==> src/rtl/crq_pkg.sv <==
`timescale 1ns / 1ps
`default_nettype none
// ----------------------------------------------------------------------------
// Command retransmit queue package
// Shared types, codes and reset constants for the command retransmit queue.
// ----------------------------------------------------------------------------
package crq_pkg;

    localparam int QUEUE_DEPTH_DEF = 8;
    localparam int CODE_MATCH_W    = 4;

    localparam logic [7:0] RESEND_PERIOD_RST = 8'd3;
    localparam logic [7:0] RETRY_LIMIT_RST   = 8'd5;
    localparam logic [7:0] RESEND_MAX        = 8'hff;

    // event kinds
    localparam logic [1:0] MODE_SEND = 2'd0;
    localparam logic [1:0] MODE_ACK  = 2'd1;
    localparam logic [1:0] MODE_TICK = 2'd2;

    // error report codes
    localparam logic [1:0] ERR_NONE    = 2'd0;
    localparam logic [1:0] ERR_COMM    = 2'd1;
    localparam logic [1:0] ERR_RECOVER = 2'd2;

    // configuration register indexes
    localparam logic CFG_RESEND_PERIOD = 1'b0;
    localparam logic CFG_RETRY_LIMIT   = 1'b1;

    typedef struct packed {
        logic [1:0]  mode;
        logic [7:0]  cmd_type;
        logic [31:0] cmd_code;
        logic [31:0] cmd_arg;
    } cmd_t;

    typedef struct packed {
        logic        tx_valid;
        logic [7:0]  tx_type;
        logic [31:0] tx_code;
        logic [31:0] tx_arg;
        logic [1:0]  error_report;
        logic        queue_overflow;
        logic [3:0]  queue_level;
    } rsp_t;

    typedef struct packed {
        logic [7:0]  cmd_type;
        logic [31:0] cmd_code;
        logic [31:0] cmd_arg;
    } entry_t;

    typedef struct packed {
        logic shift;
        logic load;
    } cell_ctrl_t;

endpackage
`default_nettype wire

==> src/rtl/crq_cell.sv <==
`timescale 1ns / 1ps
`default_nettype none
// ----------------------------------------------------------------------------
// Command retransmit queue cell
// One pending command slot; shifts toward the head on a pop, loads on a push.
// ----------------------------------------------------------------------------
module crq_cell
(
    input  wire                  clk,
    input  crq_pkg::cell_ctrl_t  ctrl,
    input  crq_pkg::entry_t      neighbor,
    input  crq_pkg::entry_t      fresh,
    output crq_pkg::entry_t      entry
);

    crq_pkg::entry_t entry_reg;
    crq_pkg::entry_t entry_next;

    always_comb
    begin
        entry_next = entry_reg;
        if (ctrl.shift)
        begin
            entry_next = neighbor;
        end
        else if (ctrl.load)
        begin
            entry_next = fresh;
        end
    end

    always_ff @(posedge clk)
    begin
        entry_reg <= entry_next;
    end

    assign entry = entry_reg;

endmodule
`default_nettype wire

==> src/rtl/command_retransmit_queue_unit.sv <==
`timescale 1ns / 1ps
`default_nettype none
// ----------------------------------------------------------------------------
// Command retransmit queue
// Stop-and-wait pending-command queue with timed resend of the head command.
// ----------------------------------------------------------------------------
// Usage:
//   cmd channel (cmd_valid / cmd_stall / cmd) carries one event per
//   transaction: send, reply received or timer tick. rsp channel
//   (rsp_valid / rsp_stall / rsp) returns exactly one result per event.
//   Pending commands sit in a row of QUEUE_DEPTH cells with the head in
//   cell 0; a pop shifts every cell one place toward the head, a push
//   loads the first free cell.
//   The result is registered at the edge that takes the event. Throughput
//   is one event per cycle while rsp_stall is low, set by the state update
//   and the one-entry result register.
//   While a result waits under rsp_stall, cmd_stall is raised; the result
//   register holds its value until taken.
//   Reset clears the counters, the error flag and the result valid flag, and
//   loads resend_period = 3 and retry_limit = 5. Slot contents are not
//   cleared; the fill count alone tells which slots hold commands.
//   Configuration writes (cfg_we, cfg_index, cfg_data) take effect at once.
// ----------------------------------------------------------------------------
module command_retransmit_queue_unit
#(
    parameter int QUEUE_DEPTH = crq_pkg::QUEUE_DEPTH_DEF
)
(
    input  wire              clk,
    input  wire              rst_n,
    input  wire              cmd_valid,
    output logic             cmd_stall,
    input  crq_pkg::cmd_t    cmd,
    output logic             rsp_valid,
    input  wire              rsp_stall,
    output crq_pkg::rsp_t    rsp,
    input  wire              cfg_we,
    input  wire              cfg_index,
    input  wire  [7:0]       cfg_data
);

    localparam int CNT_W = $clog2(QUEUE_DEPTH + 1);

    logic [CNT_W-1:0] count_reg;
    logic [CNT_W-1:0] count_next;
    logic [7:0]       tick_reg;
    logic [7:0]       tick_next;
    logic [7:0]       resend_reg;
    logic [7:0]       resend_next;
    logic             err_raised_reg;
    logic             err_raised_next;
    logic [7:0]       period_reg;
    logic [7:0]       limit_reg;
    logic             rsp_valid_reg;
    crq_pkg::rsp_t    rsp_reg;

    crq_pkg::rsp_t    result;
    crq_pkg::entry_t  fresh;
    crq_pkg::entry_t  cell_q [QUEUE_DEPTH];
    logic             accept;
    logic             push;
    logic             pop;
    logic [8:0]       tick_inc;
    logic [7:0]       resend_inc;
    logic [CNT_W+3:0] level_ext;

    assign accept    = cmd_valid && !cmd_stall;
    assign cmd_stall = rsp_valid_reg && rsp_stall;

    assign fresh.cmd_type = cmd.cmd_type;
    assign fresh.cmd_code = cmd.cmd_code;
    assign fresh.cmd_arg  = cmd.cmd_arg;

    assign tick_inc   = {1'b0, tick_reg} + 9'd1;
    assign resend_inc = (resend_reg != crq_pkg::RESEND_MAX) ? resend_reg + 8'd1 : resend_reg;
    assign level_ext  = {4'b0000, count_next};

    // event decode and state update
    always_comb
    begin
        count_next      = count_reg;
        tick_next       = tick_reg;
        resend_next     = resend_reg;
        err_raised_next = err_raised_reg;
        push            = 1'b0;
        pop             = 1'b0;
        result          = '0;

        if (accept)
        begin
            case (cmd.mode)
                crq_pkg::MODE_SEND:
                begin
                    result.tx_valid = 1'b1;
                    result.tx_type  = cmd.cmd_type;
                    result.tx_code  = cmd.cmd_code;
                    result.tx_arg   = cmd.cmd_arg;
                    if (count_reg != CNT_W'(QUEUE_DEPTH))
                    begin
                        push       = 1'b1;
                        count_next = count_reg + CNT_W'(1);
                    end
                    else
                    begin
                        result.queue_overflow = 1'b1;
                    end
                end
                crq_pkg::MODE_ACK:
                begin
                    if (count_reg != '0)
                    begin
                        // masked reply code against the full head code
                        if (cell_q[0].cmd_code[31:crq_pkg::CODE_MATCH_W] == '0 &&
                            cell_q[0].cmd_code[crq_pkg::CODE_MATCH_W-1:0] ==
                            cmd.cmd_code[crq_pkg::CODE_MATCH_W-1:0])
                        begin
                            pop        = 1'b1;
                            count_next = count_reg - CNT_W'(1);
                        end
                        if (count_next == '0)
                        begin
                            tick_next   = '0;
                            resend_next = '0;
                        end
                    end
                end
                crq_pkg::MODE_TICK:
                begin
                    if (count_reg != '0)
                    begin
                        if (tick_inc > {1'b0, period_reg})
                        begin
                            tick_next       = '0;
                            result.tx_valid = 1'b1;
                            result.tx_type  = cell_q[0].cmd_type;
                            result.tx_code  = cell_q[0].cmd_code;
                            result.tx_arg   = cell_q[0].cmd_arg;
                            resend_next     = resend_inc;
                            if (resend_inc > limit_reg)
                            begin
                                err_raised_next     = 1'b1;
                                result.error_report = crq_pkg::ERR_COMM;
                            end
                        end
                        else
                        begin
                            tick_next = tick_inc[7:0];
                        end
                    end
                    else
                    begin
                        tick_next   = '0;
                        resend_next = '0;
                        if (err_raised_reg)
                        begin
                            err_raised_next     = 1'b0;
                            result.error_report = crq_pkg::ERR_RECOVER;
                        end
                    end
                end
                default:
                begin
                    result = '0;
                end
            endcase
        end

        result.queue_level = level_ext[3:0];
    end

    // row of slots, head in cell 0
    for (genvar i = 0; i < QUEUE_DEPTH; i++)
    begin : g_cell
        crq_pkg::cell_ctrl_t ctrl;
        crq_pkg::entry_t     neighbor;

        assign ctrl.shift = pop;
        assign ctrl.load  = push && (count_reg == CNT_W'(i));

        if (i == QUEUE_DEPTH - 1)
        begin : g_tail
            assign neighbor = cell_q[i];
        end
        else
        begin : g_body
            assign neighbor = cell_q[i + 1];
        end

        crq_cell u_cell
        (
            .clk      (clk),
            .ctrl     (ctrl),
            .neighbor (neighbor),
            .fresh    (fresh),
            .entry    (cell_q[i])
        );
    end

    always_ff @(posedge clk or negedge rst_n)
    begin
        if (!rst_n)
        begin
            count_reg      <= '0;
            tick_reg       <= '0;
            resend_reg     <= '0;
            err_raised_reg <= 1'b0;
            period_reg     <= crq_pkg::RESEND_PERIOD_RST;
            limit_reg      <= crq_pkg::RETRY_LIMIT_RST;
            rsp_valid_reg  <= 1'b0;
        end
        else
        begin
            count_reg      <= count_next;
            tick_reg       <= tick_next;
            resend_reg     <= resend_next;
            err_raised_reg <= err_raised_next;
            if (cfg_we)
            begin
                if (cfg_index == crq_pkg::CFG_RESEND_PERIOD)
                begin
                    period_reg <= cfg_data;
                end
                else
                begin
                    limit_reg <= cfg_data;
                end
            end
            // hold the result until taken
            if (accept)
            begin
                rsp_valid_reg <= 1'b1;
            end
            else if (!rsp_stall)
            begin
                rsp_valid_reg <= 1'b0;
            end
        end
    end

    always_ff @(posedge clk)
    begin
        if (accept)
        begin
            rsp_reg <= result;
        end
    end

    assign rsp_valid = rsp_valid_reg;
    assign rsp       = rsp_reg;

    // ------------------------------------------------------------------------
    // Assertions
    // ------------------------------------------------------------------------
    a_count_bound : assert property (@(posedge clk) disable iff (!rst_n)
        count_reg <= CNT_W'(QUEUE_DEPTH))
        else $error("pending count exceeds queue depth");

    a_full_send_keeps : assert property (@(posedge clk) disable iff (!rst_n)
        accept && cmd.mode == crq_pkg::MODE_SEND && count_reg == CNT_W'(QUEUE_DEPTH)
        |=> count_reg == CNT_W'(QUEUE_DEPTH) && rsp.queue_overflow)
        else $error("send on full queue changed the fill count");

    a_comm_err_resends : assert property (@(posedge clk) disable iff (!rst_n)
        rsp_valid && rsp.error_report == crq_pkg::ERR_COMM |-> rsp.tx_valid)
        else $error("communication error reported without a resend");

    a_idle_tick_clears : assert property (@(posedge clk) disable iff (!rst_n)
        accept && cmd.mode == crq_pkg::MODE_TICK && count_reg == '0
        |=> tick_reg == '0 && resend_reg == '0 && !err_raised_reg)
        else $error("tick on empty queue left counters or error flag set");

endmodule
`default_nettype wire

==> config.mk <==
export PLATFORM = sky130hd
export DESIGN_NAME = command_retransmit_queue_unit
export DESIGN_NICKNAME = d
export VERILOG_FILES = /design/src/rtl/crq_pkg.sv /design/src/rtl/crq_cell.sv /design/src/rtl/command_retransmit_queue_unit.sv
export SDC_FILE = /design/constraint.sdc
export NUM_CORES = 1
export LEC_CHECK = 0
export CORE_AREA = 2 2 222 224
export DETAILED_ROUTE_END_ITERATION = 16
export DIE_AREA = 0 0 224 226
export DONT_BUFFER_PORTS = 1
export GPL_ROUTABILITY_DRIVEN = 1
export PLACE_DENSITY_LB_ADDON = 0.15
export SKIP_LAST_GASP = 1
export SLEW_MARGIN = 20
export SYNTH_ARGS = -nofsm -noshare
export SYNTH_HDL_FRONTEND = slang
export SYNTH_SLANG_ARGS = --single-unit
==> constraint.sdc <==
create_clock -name clk -period 9.5 [get_ports clk]
set_input_delay 0.475 -clock clk [delete_from_list [all_inputs] [get_ports clk]]
set_output_delay 0.475 -clock clk [all_outputs]
set_load 0.02 [all_outputs]
==> results of run 1 <==
Yosys cell counts (7+ instances only):
master / instances / share of area
a21oi_1: 27 / 0.0047
and3_1: 8 / 0.0017
buf_6: 74 / 0.029
nor3_1: 10 / 0.0017
nand3_1: 16 / 0.0028
mux2_2: 9 / 0.0035
nand2_1: 95 / 0.012
clkbuf_1: 26 / 0.0034
o21ai_0: 19 / 0.0033
dfrtp_1: 34 / 0.030
a31oi_1: 13 / 0.0028
edfxtp_1: 656 / 0.69
xor2_1: 7 / 0.0021
nor2_1: 20 / 0.0026
a21o_1: 480 / 0.13
and2_4: 66 / 0.020
buf_2: 49 / 0.0086
ha_1: 22 / 0.0096
a22o_1: 73 / 0.022
xnor2_1: 7 / 0.0021
inv_1: 29 / 0.0038
where the power goes:
| part | total (mW) | internal [mW] | switching [mW] |
|---|---|---|---|
| registers | 3.55 | 3.46 | 0.0952 |
| logic | 0.523 | 0.231 | 0.293 |
| clock network | 2.74 | 1.59 | 1.15 |
| total | 6.81 | 5.28 | 1.54 |
placed cells by master (no fill, tap or decap), types with 7 or more instances in the layout:
master and n:
clkinv_1 17, nand2_1 95, ha_1 22, inv_1 28, edfxtp_1 656, and2_4 66, a31oi_1 13, xnor2_1 7
clkinv_2 8, nor2_1 19, buf_4 16, mux2_2 9, clkbuf_1 16, a22o_1 73, a21oi_1 20, a21o_1 480
nand3_1 16, dfrtp_1 34, dlygate4sd3_1 80, a21oi_4 7, nor3_1 7, xor2_1 7, and3_1 7, o21ai_0 19
clkbuf_16 79
cell families after synthesis:
kind of cell,count (synthesis),share of synthesized area
AOI/OAI and AO/OA,634,0.1649
xor gates and xnor gates,14,0.004275
adders and majority gates,22,0.009597
buffers and inverters,184,0.04559
DFF,694,0.7202
muxes,10,0.003883
and+or+nand+nor,255,0.05165
worst reg2reg max path, cell delays in order (launching register included):
cell and delay [ns]:
edfxtp_1 0.41, xor2_1 0.18, nor3_1 0.69, and4_1 0.42, nand3_1 0.61, a21oi_4 1.01
buf_4 0.82
per-stage QoR:
step	area (um2)	worst slack, ns	cells
2_1_floorplan	28680	3.883	1813
5_1_grt	31630	4.605	2507
3_5_place_dp	28530	4.937	2298
4_1_cts	31620	4.912	2507
3_3_place_gp	28530	4.962	2298
6_report	31630	4.937	2508
final cells by class:
class	count	share of cell area
clock inverters	33	0.007397
well taps	622	0.02461
multi-input cells	935	0.2159
inverters	29	0.003521
diodes	1	0.00007912
repair buffers	99	0.03101
flip-flops and latches	694	0.6530
clock buffers	95	0.06440
routing by layer:
| metal | vias up | global-route usage |
|---|---|---|
| met3 | 105 | 0.04515 |
| met5 | - | 0 |
| met1 | 7929 | 0.3388 |
| met2 | 447 | 0.4041 |
| met4 | 0 | 0.09570 |
| li1 | 6909 | - |
how the worst min path moves through the flow:
stage | startpoint | to | slack, ns | cells past startpoint
floorplan | rst_n | count_reg[0] | 0.18 | 0
global placement | rst_n | tick_reg[2] | 0.18 | 0
detailed placement | rst_n | tick_reg[3] | 0.18 | 0
CTS | cfg_data[3] | limit_reg[3] | 0.005 | 1
global route | cfg_data[3] | limit_reg[3] | 0.02 | 1
finish | cfg_data[1] | period_reg[1] | 0.03 | 2
==> results.md, run 1 <==
- Reg2reg end: g_cell[6].u_cell.entry[63]
- DRT antenna net count: 0
- Setup CP Type: reg2reg
- Period utilization: 0.4803
- CTS max path bufs: 3
- Number of CTS-inserted buffers: 73
- Final WL: 61920 um
- WP buf/inv: 1
- Drt drc: 0
- Vias in the first global route: 15420
- Worst-path maximum fanout: 50
- EDFF count, synth: 656
- Flip-flop count of the largest register after layout: 576
- Area Overhead vs Synth: 10.28%
- Syn_nets: 1923
- Worst hold margin: 0.02997 ns
- H-tree levels: 3
- Utilization after layout: 0.6543
- Relative slew slack: 0.2529
- Crit-path max cell delay: 1.01 ns
- Peak supply drop: 0.1532 mV
- Fin Setup TNS: 0 ns
- Async S/R FF share, synth: 0.05476
- Gr ovfl total: 0
- RD Place Congestion: 0.8807
- Synth Flop Type: edfxtp_1
- Critical-path cell list: xor2_1 > nor3_1 > and4_1 > nand3_1 > a21oi_4 > buf_4
- Initial antenna violation count: 0
- Delay-heaviest family, CP: simple AND/OR/NAND/NOR gates
- Die X: 224 um
- Post-Syn Area: 28680 um2
- Total GRT Usage: 0.2491
- Startpoint Class: flop
- DRT iter0 DRCs: 1683
- Power Total: 6.810 mW
- Fill count: 3436
- First-pass GRT wire length: 93860 um
- WL met1: 26700 um
- Worst skew pair latency: 0.61 ns
- CTS tree: done
- Synth unique cells: 54
- Largest net degree at the start of global routing: 254
- Clk pin slew, worst setup/hold paths: 0.06 ns
- RR Startpoint: g_cell[0].u_cell.entry[33]
- Postcts setup bufs: 0
- Fmax: 0.2192 GHz
- CTS root buffer: clkbuf_16
- Fin nets: 1942
- Resized cells post-CTS: 0
- Slowest CP cell: a21oi_4
- Syn_area_per_cell: 15.82 um2
- Met2 Wirelength: 29960 um
- Post-DP HPWL: 33980 um
- Run status: finished, final reports clean
- Via count: 15390
- Seq/Total Area, Yosys: 0.7202
- Clock sink total: 694
- Max Slew Vio Count: 0
- Area of the multi-input gates: 6830 um2
- Layout cells sized above 1: 0.1130
- Worst-Margin Slew: 1.121 ns
- Pre-antenna DRT Iters: 5
- CP Capture Type: flop
- Max_cap viols: 0
- Clock Skew: 0.02539 ns
- Critical path data arrival time: 4.78 ns
- Synthesized instance count: 1813
- Yosys warns: 0
- Final worst path period need: 4.563 ns
- Cell row count: 81
- Post-DR vias/cell: 6.136
- DIE AREA: 50620 um2
- IO Count: 170
- Max layer used: met4
- Fin. Hold Viols: 0
- Setup slack, reg-to-reg: 4.94 ns
- Post-DR wirelength/cell: 24.69 um
- Reg area: 20650 um2
- Crit path to: g_cell[6].u_cell.entry[63]
- Leakage: 12.94 nW
- Depth of the most critical reg-to-reg path: 6
- Met3 wire length: 3372 um
- Pwr Density: 215.3 nW/um2
- RSZ-0062 raised after global routing: false
- Critical Path RT: 9.71 ns
- Crit path launch: g_cell[0].u_cell.entry[33]
- Die height: 226 um
- Port bufs: 0
- Critical path depth: 6
- Synth Register Bits: 694
- Setup violators final: 0
- Cts hold-fix bufs: 81
- HP Class: in2reg
- Initial Util: 0.5933
- Area of the core: 48340 um2
(Power assumes the default switching activity.)
==> inputs of run 2 (changes only) <==
==> constraint.sdc (replaced) <==
create_clock -name clk -period 4.4 [get_ports clk]
set_input_delay 0.22 -clock clk [delete_from_list [all_inputs] [get_ports clk]]
set_output_delay 0.22 -clock clk [all_outputs]
set_load 0.02 [all_outputs]
==> results.md, run 2 (synthesis gave the netlist of run 1 again) <==
- Run status: finished, final reports clean
- IO Count: 170
- DIE AREA: 50620 um2
- H-tree levels: 3
- Postcts setup bufs: 0
- Worst-Margin Slew: 1.180 ns
- Max_cap viols: 0
- Area of the multi-input gates: 6825 um2
- First-pass GRT wire length: 90200 um
- Post-DR vias/cell: 6.031
- DRT iter0 DRCs: 1451
- Critical path data arrival time: 3.83 ns
- HP Class: in2reg
- Critical Path RT: 4.69 ns
- Final cell count without fillers: 2524
- Total GRT Usage: 0.2350
- Port bufs: 0
- Clock sink total: 694
- Number of CTS-inserted buffers: 69
- Vias in the first global route: 15020
- Resized cells post-CTS: 0
- Utilization after layout: 0.6566
- Die height: 226 um
- Power share of the sequential group: 0.539
- Worst skew pair latency: 0.59 ns
- RSZ-0062 raised after global routing: false
- Area Overhead vs Synth: 10.67%
- Fin. Hold Viols: 0
- Cts hold-fix bufs: 86
- Period utilization: 0.8046
- Fin nets: 1960
- Combinational Power Share: 0.081
- Final WL: 59090 um
- Drt drc: 0
- Fill count: 3401
- Via count: 15220
- Leakage: 12.98 nW
- P_sw: 3.231 mW
- Post-DP HPWL: 33640 um
- Setup violators final: 0
- Area of the core: 48340 um2
- Most common cell after layout, fill and taps aside: edfxtp_1
- Layout cells sized above 1: 0.1168
- Fmax: 0.2825 GHz
- Largest net degree at the start of global routing: 155
- Startpoint Class: flop
- RD Place Congestion: 0.8385
- Post-DR wirelength/cell: 23.41 um
- Most frequent cells in the layout: 656 x edfxtp_1, 480 x a21o_1, 95 x nand2_1, 85 x dlygate4sd3_1, 73 x a22o_1
- Setup CP Type: reg2reg
- Gr ovfl total: 0
- Pint: 11.00 mW
- Relative slew slack: 0.2134
- Pre-antenna DRT Iters: 4
- Clock Skew: 0.02239 ns
- Clk pin slew, worst setup/hold paths: 0.06 ns
- Worst-path maximum fanout: 10
- Flip-flop count of the largest register after layout: 576
- Final worst path period need: 3.540 ns
- Die X: 224 um
- CP Capture Type: flop
- Initial antenna violation count: 3
- Cell row count: 81
- DRT antenna net count: 0
- CTS root buffer: clkbuf_16
- Pwr Density: 448.4 nW/um2
- DP Cell Count: 2315
- Peak supply drop: 0.3048 mV
- Initial Util: 0.5933
- CTS tree: done
- Max Slew Vio Count: 0
- Reg area: 20650 um2
- CTS max path bufs: 3
- Sw frac: 0.2270
- Clk pwr share: 0.381
-- run 2: power groups by stage --
stage | Sequential, mW | Clock, mW | Combinational (mW)
global placement | 7.80 | 0 | 1.00
global route | 7.69 | 5.76 | 1.28
detailed placement | 7.80 | 0 | 1.05
finish | 7.67 | 5.42 | 1.15
CTS | 7.66 | 5.54 | 1.15
floorplan | 7.77 | 0 | 0.860
-- run 2: final timing paths --
kind	start	endpoint	slack [ns]	depth (start not counted)
worst min-delay path	cfg_index	period_reg[3]	0.02	3
min in group asynchronous	rst_n	period_reg[2]	0.09	2
worst min register to register	err_raised_reg	err_raised_reg	0.49	1
worst max register to register	count_reg[0]	g_cell[3].u_cell.entry[29]	0.86	7
worst max-delay path	count_reg[0]	g_cell[3].u_cell.entry[29]	0.86	7
max in group asynchronous	rst_n	limit_reg[2]	4.04	2
-- run 2: area by class of cell --
class                   instances  area share
well taps                     622     0.02452
clock inverters                30    0.005361
multi-input cells             935      0.2150
repair buffers                121     0.04202
clock buffers                  91     0.05866
flip-flops and latches        694      0.6507
inverters                      29    0.003508
diodes                          2   0.0001577
-- run 2: metrics by stage --
stage	hold WS, ns	worst slack (ns)	TNS (ns)	area (um2)	total power, mW
after floorplan	-0.07559	-1.172	-590.46	28680	8.628
after global placement	-0.07468	0.9499	0	28830	8.803
after detailed placement	-0.07470	0.9020	0	28830	8.849
after CTS	0.002136	0.8744	0	31740	14.36
after global routing	0.02287	0.6421	0	31740	14.73
final	0.02289	0.8597	0	31740	14.23
-- run 2: metal layers --
layer,share of wire,up-vias,track usage
li1,-,6949,-
met1,0.44,7789,0.3264
met2,0.49,392,0.3858
met3,0.051,90,0.03747
met4,0.020,2,0.07269
met5,0.00019,-,0
-- run 2: critical path: stages (launching register included) --
cell and delay [ns]:
dfrtp_1 0.49, inv_1 0.14, ha_1 0.31, nor3b_2 0.25
nor3b_2 0.39, nand3_1 0.61, a21oi_4 0.77, buf_4 0.27
